### config.mk
export PLATFORM = sky130hd
export DESIGN_NAME = cpc_mark_store
export DESIGN_NICKNAME = d
export VERILOG_FILES = /design/src/rtl/cpc_pkg.sv /design/src/rtl/cpc_mark_store.sv
export SDC_FILE = /design/constraint.sdc
export NUM_CORES = 1
export LEC_CHECK = 0
export BUFFER_PORTS_ARGS = -buffer_cell sky130_fd_sc_hd__buf_2
export CORE_MARGIN = 1
export CORE_UTILIZATION = 38
export CTS_CLUSTER_DIAMETER = 60
export DETAILED_ROUTE_END_ITERATION = 10
export PLACE_DENSITY_LB_ADDON = 0.15
export REMOVE_ABC_BUFFERS = 1
export SLEW_MARGIN = 20
export SYNTH_ARGS = -nofsm -noshare
export SYNTH_HDL_FRONTEND = slang
export SYNTH_SLANG_ARGS = --single-unit
export TNS_END_PERCENT = 1
### constraint.sdc
create_clock -name clk -period 13.2 [get_ports clk]
set_clock_uncertainty 0.05 [all_clocks]
set_input_delay 2.64 -clock clk [delete_from_list [all_inputs] [get_ports clk]]
set_output_delay 2.64 -clock clk [all_outputs]
set_load 0.02 [all_outputs]
### src/rtl/cpc_pkg.sv
// Shared constants, types and helper functions for the contrast pixel counter.
package cpc_pkg;

  localparam int MAX_WIDTH  = 512;
  localparam int MAX_HEIGHT = 512;

  localparam int COL_W      = $clog2(MAX_WIDTH);
  localparam int ROW_W      = $clog2(MAX_HEIGHT);
  localparam int PIX_W      = 8;
  localparam int THR_W      = 8;
  localparam int SIZE_W     = 10;
  localparam int TOTAL_W    = $clog2(MAX_WIDTH * MAX_HEIGHT + 1);
  localparam int OUT_DATA_W = ((TOTAL_W + 7) / 8) * 8;
  localparam int CFG_IDX_W  = 2;
  localparam int CFG_DATA_W = 10;

  typedef enum logic [CFG_IDX_W-1:0] {
    REG_THRESHOLD  = 2'd0,
    REG_LINE_WIDTH = 2'd1,
    REG_LINE_COUNT = 2'd2
  } cfg_reg_t;

  localparam logic [THR_W-1:0]  THRESHOLD_RESET  = 8'd128;
  localparam logic [SIZE_W-1:0] LINE_WIDTH_RESET = 10'd320;
  localparam logic [SIZE_W-1:0] LINE_COUNT_RESET = 10'd200;

  // stage-1 request to the line store
  typedef struct packed {
    logic             en;
    logic [COL_W-1:0] col;
    logic [PIX_W-1:0] pix;
    logic             clamped;
  } line_wr_t;

  // stage-1 update to the mark store
  typedef struct packed {
    logic             en;
    logic [COL_W-1:0] col;
    logic             cur;
    logic             left_set;
  } mark_upd_t;

  // last valid index of a saturated frame dimension
  function automatic int unsigned size_last(logic [SIZE_W-1:0] v, int unsigned lim);
    int unsigned x;
    x = int'(v);
    if (x < 2) x = 2;
    if (x > lim) x = lim;
    return x - 1;
  endfunction

  function automatic logic exceeds(logic [PIX_W-1:0] a, logic [PIX_W-1:0] b,
                                   logic [THR_W-1:0] thr);
    logic [PIX_W-1:0] d;
    d = (a > b) ? (a - b) : (b - a);
    return d > thr;
  endfunction

endpackage

### src/rtl/cpc_mark_store.sv
// Counted-mark store with a one-entry write-back hold and read forwarding.
module cpc_mark_store import cpc_pkg::*; (
  input  logic             clk,
  input  logic             rst,
  input  logic             rd_en,
  input  logic [COL_W-1:0] rd_up_addr,
  input  logic [COL_W-1:0] rd_left_addr,
  input  mark_upd_t        upd,
  input  logic [COL_W-1:0] s1_col,
  output logic             up_mark,
  output logic             left_mark
);

  logic             mem [MAX_WIDTH];
  logic             rd_up;
  logic             rd_left;

  logic             hold_valid;
  logic             hold_dirty;
  logic [COL_W-1:0] hold_addr;
  logic             hold_val;

  logic [COL_W-1:0] left_col;
  logic             hit_left;
  logic             direct;
  logic             merge_set;
  logic             commit;
  logic             wr_en;
  logic [COL_W-1:0] wr_addr;
  logic             wr_data;

  assign left_col  = COL_W'(upd.col - 1'b1);
  assign hit_left  = hold_valid && (hold_addr == left_col);
  assign direct    = upd.en && upd.left_set && !hit_left;
  assign merge_set = upd.en && upd.left_set && hit_left;
  assign commit    = !direct && (hold_dirty || merge_set);

  always_comb begin
    wr_en   = direct || commit;
    wr_addr = direct ? left_col : hold_addr;
    wr_data = direct ? 1'b1 : (hold_val | merge_set);
  end

  always_ff @(posedge clk) begin
    if (wr_en) begin
      mem[wr_addr] <= wr_data;
    end
  end

  always_ff @(posedge clk) begin
    if (rd_en) begin
      rd_up   <= (wr_en && wr_addr == rd_up_addr) ? wr_data : mem[rd_up_addr];
      rd_left <= (wr_en && wr_addr == rd_left_addr) ? wr_data : mem[rd_left_addr];
    end
  end

  always_ff @(posedge clk) begin
    if (rst) begin
      hold_valid <= 1'b0;
      hold_dirty <= 1'b0;
    end else if (upd.en) begin
      hold_valid <= 1'b1;
      hold_dirty <= 1'b1;
    end else if (commit) begin
      hold_dirty <= 1'b0;
    end
  end

  always_ff @(posedge clk) begin
    if (upd.en) begin
      hold_addr <= upd.col;
      hold_val  <= upd.cur;
    end
  end

  assign up_mark   = (hold_valid && hold_addr == s1_col) ? hold_val : rd_up;
  assign left_mark = (hold_valid && hold_addr == COL_W'(s1_col - 1'b1)) ? hold_val : rd_left;

  // direct write only happens on the first pixel after a resize, with the hold flushed
  a_direct_clean: assert property (@(posedge clk) disable iff (rst)
    direct |-> !hold_dirty)
    else $error("mark hold dirty on direct write");

  a_dirty_flush: assert property (@(posedge clk) disable iff (rst)
    hold_dirty && !upd.en |=> !hold_dirty || upd.en || $past(direct))
    else $error("mark hold not flushed");

endmodule

==> results.toml <==
[status]
status = "finished, final reports clean"

[die]
core_area_mm2 = 0.0744
die_h_um = 276
pin_count = 44
rows = 100
die-area_mm2 = 0.0763
start_util = 0.384
die_x_um = 276

[yosys]
yosysMostFrequentCell = "nor2_1"
ys_warn_count = 0
synth-main-ff-cell = "edfxtp_1"
synth_edf_count = 524
syn_area_per_cell_um2 = 13.7
synth_top_area_frac = 0.551
ys_types = 77
syn_area_mm2 = 0.0286
synth_cells = 2091
netlist_top_cells_count = "nor2_1 (551), edfxtp_1 (524), mux4_2 (253)"
synth_seq_cells = 526
yosys.area.top_type = "edfxtp_1"
ys_top_cells_by_area = "edfxtp_1 (55%), mux4_2 (20%), nor2_1 (7.2%)"
synth_seq_area_share = 0.552
async_flop_share = 0

[drt]
dr.first_iter.drc_count = 1976
first_pass_iters = 5
drt-total-wl_um = 90100
detail_route.wl_per_cell_um = 29.4
vias_per_cell = 6.12
remaining_drc_errors = 0
postRouteAntennaNets = 0
num_vias = 18701

[placed_design]
io_buffers = 43
hpwl_um = 53800
gp_congestion = 0.939

[setup_path]
ff2ff_path_depth = 8
worstSetupPathType = "input port to output pin"
r2r-start = "hold_addr[5]"
start_kind = "input port"
crit_fanout = 7
cp.required_ns = 10.51
reg2reg_setup_slack_ns = 8.48
r2r-end = "mem[154]"
cp-end-kind = "output pin"
cp.arrival_ns = 4.71

[min_path]
hold_end = "hold_valid"
hp-class = "register to register"
min_path_cells = 2
hp-start = "hold_valid"

[power_and_ir_drop]
powerDensity_mw_per_mm2 = 126
vdd_drop_max_mv = 0.116
p_leak_uw = 0.00944
power_uw = 3980

[sta]
rsz0062_at_grt = "no"
worst_pin_slew_ns = 1.08
slew_viol_final = 0
hold_viol_final = 0
setup_viol = 0
period_minus_slack_ns = 7.40
timing.slew.headroom = 0.282
tns_ns = 0
fmax_ghz = 0.135
fin_crit_sh = 0.561

[layout]
nNetsFinal = 2082
area_growth_pct = 10.3
drive_gt1_frac = 0.226
utilization = 0.423

[global_route]
overflow = 0
antenna_found_initial = 2
grt_pass1_vias = 19078
grtUsageTotal = 0.237
grt_max_degree = 267
grt_pass1_wl_um = 132000

[clocking]
postCtsSetupBuffers = 0
clockRootBuffer = "clkbuf_16"
clock_latency_ns = 0.65
ctsHoldBuffers = 0
cts_buffers = 61
h-tree-depth = 2
cts.path.max_buffers = 3
cts_resized = 0
clk_pin_slew_ns = 0.06
cts_tree = "done"
clkSinkCount = 526

[flow_run]
maxCapViolCount = 0
-- cell families after synthesis --
kind of cell / synth area share
simple gates: 0.113
flops: 0.552
buf+inv: 0.0350
compound gates: 0.0449
fa+ha+maj: 0.000876
xor+xnor: 0.0198
mux: 0.234
-- critical path: stages --
cell and delay [ns]:
buf_2 0.14, or4_1 0.59, nor4_1 0.25, xor2_1 0.18, nand2_1 0.06, or4_1 0.40
mux2_2 0.29, buf_2 0.16
-- metrics by stage --
stage / std cells / setup slack, ns / hold slack, ns / area [µm²]
after detailed placement: 2943 / 5.68 / 0.513 / 29500
after global placement: 2943 / 5.73 / 0.506 / 29500
after global routing: 3056 / 5.71 / 0.540 / 31500
after CTS: 3055 / 5.81 / 0.524 / 31500
final: 3058 / 5.80 / 0.534 / 31500
after floorplan: 1895 / 2.16 / 0.421 / 27700
-- power by group --
group          switching [µW]  internal [µW]
combinational             281            145
clock                     696            987
sequential               9.43           1860
-- worst max-delay path by stage --
stage | startpoint | cells after the start | end | slack, ns
after CTS | s1_col[2] | 8 | left_mark | 5.81
after detailed placement | upd[2] | 12 | mem[43] | 5.68
after global routing | s1_col[2] | 8 | left_mark | 5.71
after floorplan | upd[0] | 2 | mem[0] | 2.16
after global placement | s1_col[2] | 8 | left_mark | 5.73
final | s1_col[2] | 8 | left_mark | 5.80
-- registers in the layout, summed over array words and instances (netlist names) --
register,count
hold_addr,9
hold_dirty,1
hold_val,1
hold_valid,1
mem,512
rd_left,1
rd_up,1
-- placed cells by master (no fill, tap or decap), types with 27 or more instances in the layout --
cell	count
mux4_2	253
buf_2	37
nor2_1	549
a21oi_1	27
xnor2_1	28
edfxtp_1	524
clkbuf_16	63
nand2_1	96
buf_4	37
mux2i_1	86
-- cell type report --
cell class,count,area [µm²]
Antenna cell,2,5.00
Sequential cell,526,15800
Multi-Input combinational cell,1346,11900
Clock buffer,74,1620
Clock inverter,38,359
Fill cell,6845,42900
Inverter,23,86.3
Tap cell,969,1210
Timing Repair Buffer,80,572
-- metal layers --
| metal | share of wire | track usage | wire length, µm |
|---|---|---|---|
| met1 | 0.43 | 0.332 | 38400 |
| met2 | 0.48 | 0.386 | 43200 |
| met3 | 0.067 | 0.0302 | 6020 |
| met4 | 0.027 | 0.0729 | 2410 |
| met5 | 0.00010 | 0 | 9 |
No activity file was read; power rests on OpenSTA's default activity.
